**config.mk**
```make
export PLATFORM = sky130hd
export DESIGN_NAME = bsbs_div
export DESIGN_NICKNAME = d
export VERILOG_FILES = /design/src/rtl/bsbs_pkg.sv /design/src/rtl/bsbs_div.sv
export SDC_FILE = /design/constraint.sdc
export NUM_CORES = 1
export LEC_CHECK = 0
export BUFFER_PORTS_ARGS = -buffer_cell sky130_fd_sc_hd__buf_2
export CAP_MARGIN = 15
export CORE_MARGIN = 3
export CORE_UTILIZATION = 40
export CTS_CLUSTER_SIZE = 14
export DETAILED_ROUTE_END_ITERATION = 12
export PLACE_DENSITY = 0.7
export SYNTH_ARGS = -nofsm -noshare
export SYNTH_HDL_FRONTEND = slang
export SYNTH_SLANG_ARGS = --single-unit
```
**constraint.sdc**
```tcl
create_clock -name clk -period 2.68 [get_ports clk]
set_clock_uncertainty 0.05 [all_clocks]
set_input_delay 0.268 -clock clk [delete_from_list [all_inputs] [get_ports clk]]
set_output_delay 0.268 -clock clk [all_outputs]
set_load 0.01 [all_outputs]
```
**src/rtl/bsbs_pkg.sv**
```systemverilog
// Shared constants, types and helpers for the byte stream bit statistics unit.
`default_nettype none
package bsbs_pkg;

  localparam int HIST_DEPTH = 512;
  localparam int HIST_AW    = $clog2(HIST_DEPTH);
  localparam int NUM_SPANS  = 4096;
  localparam int SPAN_AW    = $clog2(NUM_SPANS);
  localparam int MIN_WIDTH  = 3;
  localparam int MAX_WIDTH  = 256;
  localparam int COL_TOTAL  = ((MAX_WIDTH - 1) * MAX_WIDTH) / 2
                            - ((MIN_WIDTH - 1) * MIN_WIDTH) / 2;
  localparam int COL_AW     = $clog2(COL_TOTAL);
  localparam int PH_AW      = $clog2(MAX_WIDTH);
  localparam int STRIDE_W   = 20;

  localparam logic [STRIDE_W-1:0] WIDE_STRIDE = STRIDE_W'(32'hFFFF_FFFF / NUM_SPANS);
  localparam logic [31:0]         LAST_BEFORE_WRAP = 32'hFFFF_FFF8;
  localparam logic [7:0]          ZERO_BYTE = 8'h00;
  localparam logic [7:0]          ONES_BYTE = 8'hFF;

  localparam logic CMD_FEED = 1'b0;
  localparam logic CMD_READ = 1'b1;

  localparam logic CFG_TOTAL_LOW  = 1'b0;
  localparam logic CFG_TOTAL_HIGH = 1'b1;

  typedef enum logic [2:0] {
    BANK_LAG      = 3'd0,
    BANK_COLUMN   = 3'd1,
    BANK_SPAN_POP = 3'd2,
    BANK_SPAN_ZER = 3'd3,
    BANK_SPAN_ONE = 3'd4,
    BANK_BITS_LO  = 3'd5,
    BANK_BITS_HI  = 3'd6,
    BANK_COL_BASE = 3'd7
  } bank_t;

  typedef enum logic [3:0] {
    ST_CLR,
    ST_IDLE,
    ST_LAG,
    ST_LAG_END,
    ST_COL_PH,
    ST_COL_LD,
    ST_COL_RD,
    ST_COL_WR,
    ST_COL_PW,
    ST_DIV_GO,
    ST_DIV_WAIT,
    ST_SPAN_RD,
    ST_SPAN_WR,
    ST_FIN,
    ST_RD_A,
    ST_RD_B
  } st_t;

  localparam logic [2:0] NIB_POP [16] = '{
    3'd0, 3'd1, 3'd1, 3'd2, 3'd1, 3'd2, 3'd2, 3'd3,
    3'd1, 3'd2, 3'd2, 3'd3, 3'd2, 3'd3, 3'd3, 3'd4
  };

  function automatic logic [3:0] pop8(input logic [7:0] v);
    pop8 = 4'(NIB_POP[v[3:0]]) + 4'(NIB_POP[v[7:4]]);
  endfunction

endpackage
`default_nettype wire

```
**src/rtl/bsbs_div.sv**
```systemverilog
// Radix-2 restoring divider: one quotient bit per cycle.
`default_nettype none
module bsbs_div
  import bsbs_pkg::*;
(
  input  wire logic                clk,
  input  wire logic                rst_n,
  input  wire logic                start,
  input  wire logic [31:0]         dividend,
  input  wire logic [STRIDE_W-1:0] divisor,
  output logic                     done,
  output logic [31:0]              quotient
);

  logic [31:0]         q_r;
  logic [STRIDE_W-1:0] rem_r;
  logic [5:0]          cnt_r;
  logic                busy_r;
  logic                done_r;
  logic [STRIDE_W:0]   trial;
  logic                fits;

  assign trial = {rem_r, q_r[31]};
  assign fits  = trial >= {1'b0, divisor};

  always_ff @(posedge clk) begin
    if (!rst_n) begin
      busy_r <= 1'b0;
      done_r <= 1'b0;
      cnt_r  <= '0;
    end else begin
      done_r <= 1'b0;
      if (start) begin
        busy_r <= 1'b1;
        cnt_r  <= '0;
      end else if (busy_r) begin
        cnt_r <= cnt_r + 6'd1;
        if (cnt_r == 6'd31) begin
          busy_r <= 1'b0;
          done_r <= 1'b1;
        end
      end
    end
  end

  // shift the dividend out of the top while quotient bits enter at the bottom
  always_ff @(posedge clk) begin
    if (start) begin
      q_r   <= dividend;
      rem_r <= '0;
    end else if (busy_r) begin
      q_r   <= {q_r[30:0], fits};
      rem_r <= fits ? STRIDE_W'(trial - {1'b0, divisor}) : trial[STRIDE_W-1:0];
    end
  end

  assign done     = done_r;
  assign quotient = q_r;

endmodule
`default_nettype wire

```
==> parameters.txt, run 1 <==
Parameter                              Value

Outcome
  Status ... finished clean

Placement
  Minimum setup slack after placement ... -0.00271 ns
  Cell total after placement ... 563
  Sum of net half-perimeters after detailed placement ... 6260 um
  I/O Buffers ... 87
  Routability congestion estimate ... 0.861
  Placement Cell Area ... 4320 um^2

Clocking
  Maximum root-to-sink buffer count ... 2
  CTS root buf ... clkbuf_8
  CTS clk-pin slew, worst paths ... 0.08 ns
  Clock latency at the later pin of the worst-skew pair ... 0.33 ns
  Deepest level of the CTS H-tree ... 3
  CTS sink cnt ... 60
  Clock tree from TritonCTS ... built
  TritonCTS buffer count ... 9

Synth
  Share of cell area taken by muxes after synthesis ... 0.110
  Most instantiated cells after synthesis ... nand2_1, edfxtp_1, mux2_2
  Post-synthesis sequential element count ... 60
  Total of warnings raised by yosys ... 0
  Synth Flop Type ... edfxtp_1
  Cell area after technology mapping ... 3640 um^2
  Synthesized Nets ... 437
  Sequential area share after synthesis ... 0.418
  Basic-gate share of the synthesized area counting and, or, nand and nor cells ... 0.136
  Synth top area share ... 0.264
  Mean area per synthesized cell ... 10.1 um^2
  Post-synth EDFFs ... 32
  Ranking of synthesized cells by area ... edfxtp_1, dfxtp_1, mux2_2
  Most common cell in the synthesized netlist ... nand2_1
  Combinational family with the most area after synthesis ... compound AO/OA/AOI/OAI gates
  Share of synthesized registers carrying an async set or reset ... 0
  Area fraction in compound gates after synthesis ... 0.162
  Fraction of the mapped netlist area in adder cells ... 0.0777
  Unique masters post-synth ... 56
  Library cell occupying the most area in the post-synthesis netlist ... edfxtp_1
  Xor and xnor area share after synthesis ... 0.0482
  Gate Count Post-Synth ... 360

Critical path
  Largest incremental delay on the critical path ... 0.44 ns
  Arrival time worst endpoint ... 2.75 ns
  Endpoint kind of the worst setup timing path ... flop
  Type of origin of the critical path ... flop
  Data required time at the worst endpoint ... 2.83 ns
  Worst path bufs/invs ... 1
  Cell chain of the critical path ... ha_4 > and3_4 > a221o_1 > a21o_1 > a221o_2 > buf_4 > a21boi_0 > xor2_1 > o211ai_1
  Path type of the worst setup path ... reg2reg
  Worst-path fanout max ... 8
  Crit-path leading delay family ... compound AO/OA/AOI/OAI gates
  Cell with the biggest individual delay on the critical path ... a221o_2

GRT
  Met1 Use GR ... 0.231
  Wire length of the first global-routing pass ... 13600 um
  Maximum number of pins on one net before global-route repair ... 38
  Total congestion overflow ... 0
  Overall track demand over capacity in global routing ... 0.167
  Number of antenna violations at the first check in global routing ... 0
  Met2 global-route usage ... 0.259
  Number of global-route vias before repair ... 2887
  Met3 GRT Util ... 0.0372
  Most used routing layer ... met2

Detailed routing
  Number of nets with antenna violations after detailed routing ... 0
  Vias after detailed routing ... 3137
  DR vias/cell ... 5.32
  Number of design rule violations left after detail routing ... 0
  Count of routing violations after the opening detailed-route iteration ... 111
  Detailed-route wire length per cell ... 14.8 um
  Number of iterations in the first detailed-routing pass ... 4
  Total wire length after detailed routing ... 8750 um

Timing
  Post-route worst setup slack ... 0.0841 ns
  Slew Limit Fails ... 0
  Achievable clock frequency ... 0.385 GHz
  Min Clock Period, post-route ... 2.60 ns
  Worst-margin pin slew ... 0.640 ns
  Total of endpoints with negative setup slack in the final report ... 0
  Final Hold Viols ... 0
  Fin Hold WS ... 0.124 ns
  Period utilization ... 0.969
  Slew HR ... 0.572
  Setup TNS ... 0 ns

Cells and area
  Number of antenna repair diodes ... 0
  Number of nets in the layout ... 554
  Register area ... 1530 um^2
  Non-filler instance count after layout ... 590
  Final Instance Area ... 4660 um^2
  Layout cells sized above 1 ... 0.402
  Layout-stage area growth over the synthesis result ... 28.2%
  Number of filler cells placed in the layout ... 795
  Multi-input gate area in the final layout ... 2020 um^2

Floorplan
  Initial Util ... 0.415
  Chip height ... 101 um
  Ports ... 88
  Floorplan die width ... 101 um
  Site row count ... 34
  Placeable core region ... 8760 um^2
  Total die area ... 10300 um^2

Job
  Max capacitance violation total ... 0

Power and ir drop
  Peak supply drop ... 0.000373 V
  Power density cells ... 538 nW/um^2
  Static leakage ... 2.06 nW

Worst hold path
  Worst hold path class ... in2reg
-- flip-flops by register name, indices dropped and copies added, names as in the netlist --
| register | flops |
|---|---|
| busy_r | 1 |
| cnt_r | 6 |
| done | 1 |
| quotient | 32 |
| rem_r | 20 |
-- stage by stage --
stage	total power, mW	utilization
after CTS	2.48	0.513
after global routing	2.65	0.532
final	2.51	0.532
after floorplan	1.54	-
after global placement	1.73	0.493
after detailed placement	1.74	0.493
-- final timing paths --
check	to	startpoint	depth (start not counted)	slack, ns
worst max-delay path	rem_r[17]$_SDFFE_PP0P_	rem_r[8]$_SDFFE_PP0P_	9	0.08
worst max register to register	rem_r[17]$_SDFFE_PP0P_	rem_r[8]$_SDFFE_PP0P_	9	0.08
worst min register to register	rem_r[7]$_SDFFE_PP0P_	rem_r[6]$_SDFFE_PP0P_	2	0.44
worst min-delay path	busy_r$_SDFF_PN0_	rst_n	2	0.12
-- metal layers --
| metal | wire [um] | vias up |
|---|---|---|
| met3 | 596 | 14 |
| met4 | 124 | 0 |
| met2 | 4000 | 116 |
| met5 | 0 | - |
| met1 | 4020 | 1452 |
| li1 | - | 1555 |
-- area by class of cell --
| class | count | area share |
|---|---|---|
| inverter | 26 | 0.0209 |
| tap | 108 | 0.0290 |
| clock inverter | 7 | 0.0115 |
| multi-input combinational | 261 | 0.433 |
| timing repair buffer | 119 | 0.151 |
| clock buffer | 9 | 0.0266 |
| sequential | 60 | 0.328 |
-- placed cells by master, fill, tap and decap left out, types with 3 or more instances in the layout --
cell type  count
a311oi_2       5
edfxtp_1      32
ha_4           3
clkbuf_8       9
nand2_1       38
a21o_1        10
mux2_2        32
nand2_2        3
a311oi_1       7
buf_4         29
a31oi_1        4
nor2b_1        4
o211ai_1       4
clkinv_4       5
nor3_1         3
nor2_1        25
xor2_1         8
nand4b_1       3
buf_2         87
o21ai_0        9
dfxtp_1       25
nand4_1        4
a21oi_1       12
nand3_1        7
xnor2_1       12
o21a_1         3
ha_1          17
mux2i_1        4
inv_1         26
nand2b_1       5
-- power breakdown --
group          internal (mW)  switching, mW  leakage, nW
registers               1.06         0.0493        0.553
clock network          0.339          0.393       0.0931
logic                  0.329          0.339         1.42
-- what timing repair did --
action / in CTS / in global routing
buffers inserted: 0 / 8
endpoints found under the setup margin: 0 / 16
resized for setup: 0 / 17
hold buffers: 0 / 0
-- cells by family after synthesis --
kind of cell	count (synthesis)
XOR/XNOR	20
flip-flops	60
AO/OA/AOI/OAI	78
multiplexers	36
buffers and inverters	40
AND/OR/NAND/NOR	104
adder cells (fa/ha/maj)	22
Note: power is estimated with default switching activity, not from simulation.
==> run 2: changes to the inputs <==
Settings changed: BUFFER_PORTS_ARGS -buffer_cell sky130_fd_sc_hd__buf_2 to -buffer_cell sky130_fd_sc_hd__buf_4, RECOVER_POWER set to 100.
==> parameters.txt, run 2 (synthesis gave the netlist of run 1 again) <==
Parameter                              Value

Timing
  Slew HR ... 0.470 (-0.102)
  Unrepaired setup endpoints after global routing ... no
  Slew Limit Fails ... 0 (unchanged)
  Total of endpoints with negative setup slack in the final report ... 0 (unchanged)
  Worst-margin pin slew ... 0.796 ns (+0.156 ns)
  Period utilization ... 0.958 (-0.0103)
  Fin Hold WS ... 0.0978 ns (-0.0265 ns)
  Achievable clock frequency ... 0.389 GHz (+1.1%)
  Min Clock Period, post-route ... 2.57 ns (-0.0276 ns)
  Final Hold Viols ... 0 (unchanged)

Floorplan
  Ports ... 88 (unchanged)
  Placeable core region ... 8760 um^2 (unchanged)
  Chip height ... 101 um (unchanged)
  Floorplan die width ... 101 um (unchanged)
  Site row count ... 34 (unchanged)
  Initial Util ... 0.415 (unchanged)
  Total die area ... 10300 um^2 (unchanged)

Critical path
  Path type of the worst setup path ... reg2reg
  Crit-path leading delay family ... compound AO/OA/AOI/OAI gates
  Arrival time worst endpoint ... 2.75 ns (about the same)
  Data required time at the worst endpoint ... 2.86 ns (+0.03 ns)
  Worst path bufs/invs ... 1 (unchanged)
  Count of cell instances traversed by the critical path ... 9 (unchanged)
  Endpoint of the worst register-to-register path ... rem_r[8]$_SDFFE_PP0P_
  Cell chain of the critical path ... ha_4 > and3_4 > a221o_1 > a21o_1 > a221o_2 > a21oi_4 > buf_12 > nand2_2 > a311oi_1
  Worst R2R Start ... rem_r[8]$_SDFFE_PP0P_
  Type of origin of the critical path ... flop
  Worst-path fanout max ... 19 (+11)
  Cell with the biggest individual delay on the critical path ... a221o_2
  Largest incremental delay on the critical path ... 0.45 ns (about the same)
  Endpoint kind of the worst setup timing path ... flop
  Register-to-register path setup slack ... 0.11 ns (+0.03 ns)
  Cells on worst reg2reg path ... 9 (unchanged)

GRT
  Wire length of the first global-routing pass ... 14400 um (+5.8%)
  Maximum number of pins on one net before global-route repair ... 39 (+2.6%)
  Total congestion overflow ... 0 (unchanged)
  Number of antenna violations at the first check in global routing ... 0 (unchanged)
  Overall track demand over capacity in global routing ... 0.174 (+0.00669)
  Number of global-route vias before repair ... 3081 (+6.7%)

Job
  Max capacitance violation total ... 0 (unchanged)

Clocking
  CTS root buf ... clkbuf_8
  Hold buffer count at CTS ... 0 (unchanged)
  Clock tree from TritonCTS ... built
  Clock latency at the later pin of the worst-skew pair ... 0.34 ns (about the same)
  TritonCTS buffer count ... 9 (unchanged)
  CTS clk-pin slew, worst paths ... 0.08 ns (about the same)
  Deepest level of the CTS H-tree ... 3 (unchanged)
  Maximum root-to-sink buffer count ... 2 (unchanged)
  CTS sink cnt ... 60 (unchanged)

Detailed routing
  DR vias/cell ... 5.29 (-0.56%)
  Detailed-route wire length per cell ... 15.0 um (+0.96%)
  Number of nets with antenna violations after detailed routing ... 0 (unchanged)
  Vias after detailed routing ... 3093 (-1.4%)
  Total wire length after detailed routing ... 8760 um (+0.10%)
  Number of iterations in the first detailed-routing pass ... 4 (unchanged)
  Number of design rule violations left after detail routing ... 0 (unchanged)
  Count of routing violations after the opening detailed-route iteration ... 161 (+45%)

Cells and area
  Number of flip-flops in the largest register ... 32 (unchanged)
  Number of antenna repair diodes ... 0 (unchanged)
  Layout-stage area growth over the synthesis result ... 28.9%
  Layout cells sized above 1 ... 0.321 (-0.0817)
  Highest-count cells in the layout ignoring fill and taps ... buf_4, nand2_1, clkbuf_1, mux2_2, edfxtp_1
  Number of filler cells placed in the layout ... 845 (+6.3%)
  Final Core Density ... 0.535 (+0.00286)
  Number of nets in the layout ... 549 (-0.90%)
  Most frequent standard cell in the layout excluding fill and tap cells ... buf_4

Placement
  I/O Buffers ... 87 (unchanged)
  Sum of net half-perimeters after detailed placement ... 6590 um (+5.2%)
  Routability congestion estimate ... 0.825 (-4.1%)

Power and ir drop
  Peak supply drop ... 0.000474 V (+27%)
  Static leakage ... 1.97 nW (-4.4%)
  Power density cells ... 535 nW/um^2 (-0.65%)

Outcome
  Status ... finished clean

Worst hold path
  Worst Hold Path Cells ... 2 (unchanged)
  Hold wc startpoint ... rst_n
  Worst Hold Endpoint ... busy_r$_SDFF_PN0_
  Worst hold path class ... in2reg
[run 2: cell count changes in the layout (fill, tap and decap cells not counted), sizes merged]
| cell | before | now |
|---|---|---|
| clkinv | 7 | 4 |
| clkbuf | 10 | 44 |
| inv | 26 | 27 |
| clkinvlp | 0 | 2 |
| buf | 118 | 80 |
| a21o | 12 | 11 |
[run 2: how the worst max path moves through the flow]
stage	start	to	slack, ns
5_1_grt	rem_r[7]$_SDFFE_PP0P_	rem_r[8]$_SDFFE_PP0P_	0.006
4_1_cts	rem_r[7]$_SDFFE_PP0P_	rem_r[2]$_SDFFE_PP0P_	0.01
6_report	rem_r[8]$_SDFFE_PP0P_	rem_r[8]$_SDFFE_PP0P_	0.11
2_1_floorplan	rem_r[8]$_SDFFE_PP0P_	quotient[0]$_DFFE_PP_	-0.03
3_5_place_dp	divisor[8]	rem_r[2]$_SDFFE_PP0P_	-0.06
3_3_place_gp	divisor[8]	quotient[0]$_DFFE_PP_	0.06
[run 2: repair_timing]
action	CTS	global route
setup buffers	0	5
resized for setup	0	13
setup endpoints to repair	0	18
[run 2: power by group]
group	internal [mW]	switching (mW)
Combinational	0.324	0.336
Sequential	1.06	0.0497
Clock	0.338	0.398
Total	1.72	0.784
[run 2: cell type report]
cell class | instances | area [um^2] | area share
Inverter | 26 | 97.6 | 0.0208
Sequential cell | 60 | 1530 | 0.325
Clock inverter | 7 | 51.3 | 0.0109
Timing Repair Buffer | 115 | 746 | 0.159
Multi-Input combinational cell | 260 | 2010 | 0.428
Clock buffer | 9 | 124 | 0.0264
Tap cell | 108 | 135 | 0.0288
[run 2: per-layer routing]
layer / GRT usage / routed length, um / part of all wire
met1: 0.234 / 3810 / 0.44
met2: 0.271 / 4220 / 0.48
met3: 0.0517 / 600 / 0.069
met4: 0.0532 / 121 / 0.014
met5: 0 / 0 / 0
[run 2: per-stage QoR]
| step | power (mW) | area (um^2) | worst slack [ns] | TNS (ns) | cells |
|---|---|---|---|---|---|
| finish | 2.51 | 4690 | 0.112 | 0 | 585 |
| global route | 2.64 | 4690 | 0.00619 | 0 | 585 |
| CTS | 2.54 | 4730 | 0.0131 | 0 | 580 |
| detailed placement | 1.81 | 4550 | -0.0620 | -0.119 | 564 |
| global placement | 1.79 | 4550 | 0.0634 | 0 | 564 |
| floorplan | 1.54 | 3660 | -0.0320 | -0.0320 | 360 |
==> run 3: changes to the inputs <==
Settings changed: CAP_MARGIN 15 to 0, CELL_PAD_IN_SITES_DETAIL_PLACEMENT set to 1, CELL_PAD_IN_SITES_GLOBAL_PLACEMENT set to 2, CORE_UTILIZATION 40 to 30, PLACE_DENSITY 0.7 to 0.81.
==> parameters.txt, run 3 (synthesis gave the netlist of run 1 again) <==
Parameter                              Value

Power and ir drop
  Switching power ... 848 uW (+8.2%)
  Combinational power share ... 0.231 (-0.032)
  Static leakage ... 2.03 nW (+2.8%)
  Part of the total power dissipated in the clock network ... 0.393 (+0.099)
  Power density cells ... 611 nW/um^2 (+14%)
  Net switching share of the total power ... 0.287 (-0.0261)
  Internal power of the cells ... 2.11 mW (+22%)
  Peak supply drop ... 0.000270 V (-43%)
  Sequential share of power ... 0.376 (-0.067)

Clocking
  TritonCTS buffer count ... 9 (unchanged)
  Clock latency at the later pin of the worst-skew pair ... 0.33 ns (about the same)
  CTS sink cnt ... 60 (unchanged)
  CTS clk-pin slew, worst paths ... 0.05 ns (-0.03 ns)
  Hold buffer count at CTS ... 0 (unchanged)
  Clock tree from TritonCTS ... built
  Maximum root-to-sink buffer count ... 2 (unchanged)
  CTS root buf ... clkbuf_16
  Deepest level of the CTS H-tree ... 3 (unchanged)

Detailed routing
  Number of design rule violations left after detail routing ... 0 (unchanged)
  Count of routing violations after the opening detailed-route iteration ... 114 (-29%)
  Number of nets with antenna violations after detailed routing ... 0 (unchanged)
  Number of iterations in the first detailed-routing pass ... 4 (unchanged)
  Total wire length after detailed routing ... 10700 um (+22%)
  DR vias/cell ... 5.04 (-4.6%)
  Vias after detailed routing ... 3122 (+0.94%)
  Detailed-route wire length per cell ... 17.2 um (+15%)

Critical path
  Largest incremental delay on the critical path ... 0.48 ns (+0.03 ns)
  Path type of the worst setup path ... reg2reg
  Cell with the biggest individual delay on the critical path ... or3_2
  Cells on worst reg2reg path ... 9 (unchanged)
  Arrival time worst endpoint ... 2.78 ns (+0.03 ns)
  Cell chain of the critical path ... ha_1 > and2_1 > nand3_1 > nor4_2 > a211o_1 > a21oi_4 > buf_12 > or3_2 > a311oi_1
  Endpoint kind of the worst setup timing path ... flop
  Data required time at the worst endpoint ... 2.87 ns (about the same)
  Type of origin of the critical path ... flop
  Worst-path fanout max ... 14 (-5)

Floorplan
  Site row count ... 39 (+15%)
  Placeable core region ... 11600 um^2 (+33%)
  Ports ... 88 (unchanged)
  Total die area ... 13500 um^2 (+31%)
  Floorplan die width ... 116 um (+15%)
  Chip height ... 116 um (+15%)
  Initial Util ... 0.313 (-0.102)

Placement
  Routability congestion estimate ... 0.804 (-2.5%)
  Sum of net half-perimeters after detailed placement ... 7940 um (+20%)
  I/O Buffers ... 87 (unchanged)

Timing
  Worst-margin pin slew ... 0.824 ns (+0.0281 ns)
  Slew Limit Fails ... 0 (unchanged)
  Fin Hold WS ... 0.127 ns (+0.0295 ns)
  Setup TNS ... 0 ns (unchanged)
  Final Hold Viols ... 0 (unchanged)
  Period utilization ... 0.966 (+0.00787)
  Slew HR ... 0.451 (-0.0187)
  Achievable clock frequency ... 0.386 GHz (-0.81%)
  Min Clock Period, post-route ... 2.59 ns (+0.0211 ns)
  Total of endpoints with negative setup slack in the final report ... 0 (unchanged)

GRT
  Number of antenna violations at the first check in global routing ... 0 (unchanged)
  Maximum number of pins on one net before global-route repair ... 38 (-2.6%)
  Total congestion overflow ... 0 (unchanged)
  Overall track demand over capacity in global routing ... 0.159 (-0.0148)
  Wire length of the first global-routing pass ... 16900 um (+17%)
  Number of global-route vias before repair ... 3305 (+7.3%)

Outcome
  Status ... finished clean

Cells and area
  Most frequent standard cell in the layout excluding fill and tap cells ... buf_4
  Number of antenna repair diodes ... 0 (unchanged)
  Layout-stage area growth over the synthesis result ... 33.2%
  Number of flip-flops in the largest register ... 32 (unchanged)
  Number of filler cells placed in the layout ... 1349 (+60%)
  Highest-count cells in the layout ignoring fill and taps ... buf_4, nand2_1, clkbuf_1, edfxtp_1, mux2_2
  Layout cells sized above 1 ... 0.317 (-0.00353)
  Number of nets in the layout ... 548 (-0.18%)

Job
  Max capacitance violation total ... 0 (unchanged)

Worst hold path
  Worst hold path class ... in2reg
  Worst Hold Path Cells ... 2 (unchanged)
## run 3: cell count changes in the layout (fill, tap and decap cells not counted), sizes merged
cell	previous run	this run
bufinv	0	1
clkinv	4	2
## run 3: through the flow
step                      instances   util  setup slack (ns)  power (mW)  area, um^2
after detailed placement        601  0.397          -0.00285        1.84        4610
after floorplan                 360      -           -0.0320        1.54        3660
after global placement          601  0.397            0.0318        1.82        4610
after global routing            619  0.417          -0.00865        3.11        4840
final                           619  0.417            0.0906        2.96        4840
after CTS                       617  0.422            0.0448        3.01        4910
## run 3: layout make-up
cell class | count | area, um^2 | area share
clock buffers | 10 | 229 | 0.0473
clock inverters | 6 | 63.8 | 0.0132
inverters | 26 | 97.6 | 0.0201
multi-input cells | 260 | 2000 | 0.414
flip-flops and latches | 60 | 1530 | 0.315
well taps | 143 | 179 | 0.0369
repair buffers | 114 | 746 | 0.154
## run 3: path summary, 6_finish.rpt
check        slack [ns]                      to                    from
min                0.13       busy_r$_SDFF_PN0_                   rst_n
min reg2reg        0.44  rem_r[14]$_SDFFE_PP0P_  rem_r[14]$_SDFFE_PP0P_
max reg2reg        0.09   rem_r[6]$_SDFFE_PP0P_  rem_r[12]$_SDFFE_PP0P_
max                0.09   rem_r[6]$_SDFFE_PP0P_  rem_r[12]$_SDFFE_PP0P_
## run 3: metal layers
layer  vias to the layer above  GRT usage  part of all wire
met5                         -          0                 0
met4                         0     0.0464             0.010
met3                        11     0.0295             0.031
met2                        54      0.271              0.52
met1                      1520      0.207              0.44
li1                       1537          -                 -
## run 3: what timing repair did
action,4_1_cts,5_1_grt
endpoints found under the hold margin,0,0
endpoints found under the setup margin,0,19
buffers inserted,0,2
gates resized for setup,0,9
## run 3: power by group through the flow
stage	clock network, mW	logic [mW]	registers, mW
floorplan	0	0.391	1.14
global placement	0	0.693	1.13
detailed placement	0	0.709	1.13
CTS	1.19	0.716	1.11
global route	1.22	0.757	1.12
finish	1.16	0.684	1.11
## run 3: critical path: cells and delay by family, from the launching register on
| family | cells | cell delay [ns] |
|---|---|---|
| AO/OA/AOI/OAI | 3 | 0.56 |
| adder cells (fa/ha/maj) | 1 | 0.31 |
| buffers and inverters | 1 | 0.15 |
| flip-flops | 1 | 0.33 |
| AND/OR/NAND/NOR | 4 | 1.09 |
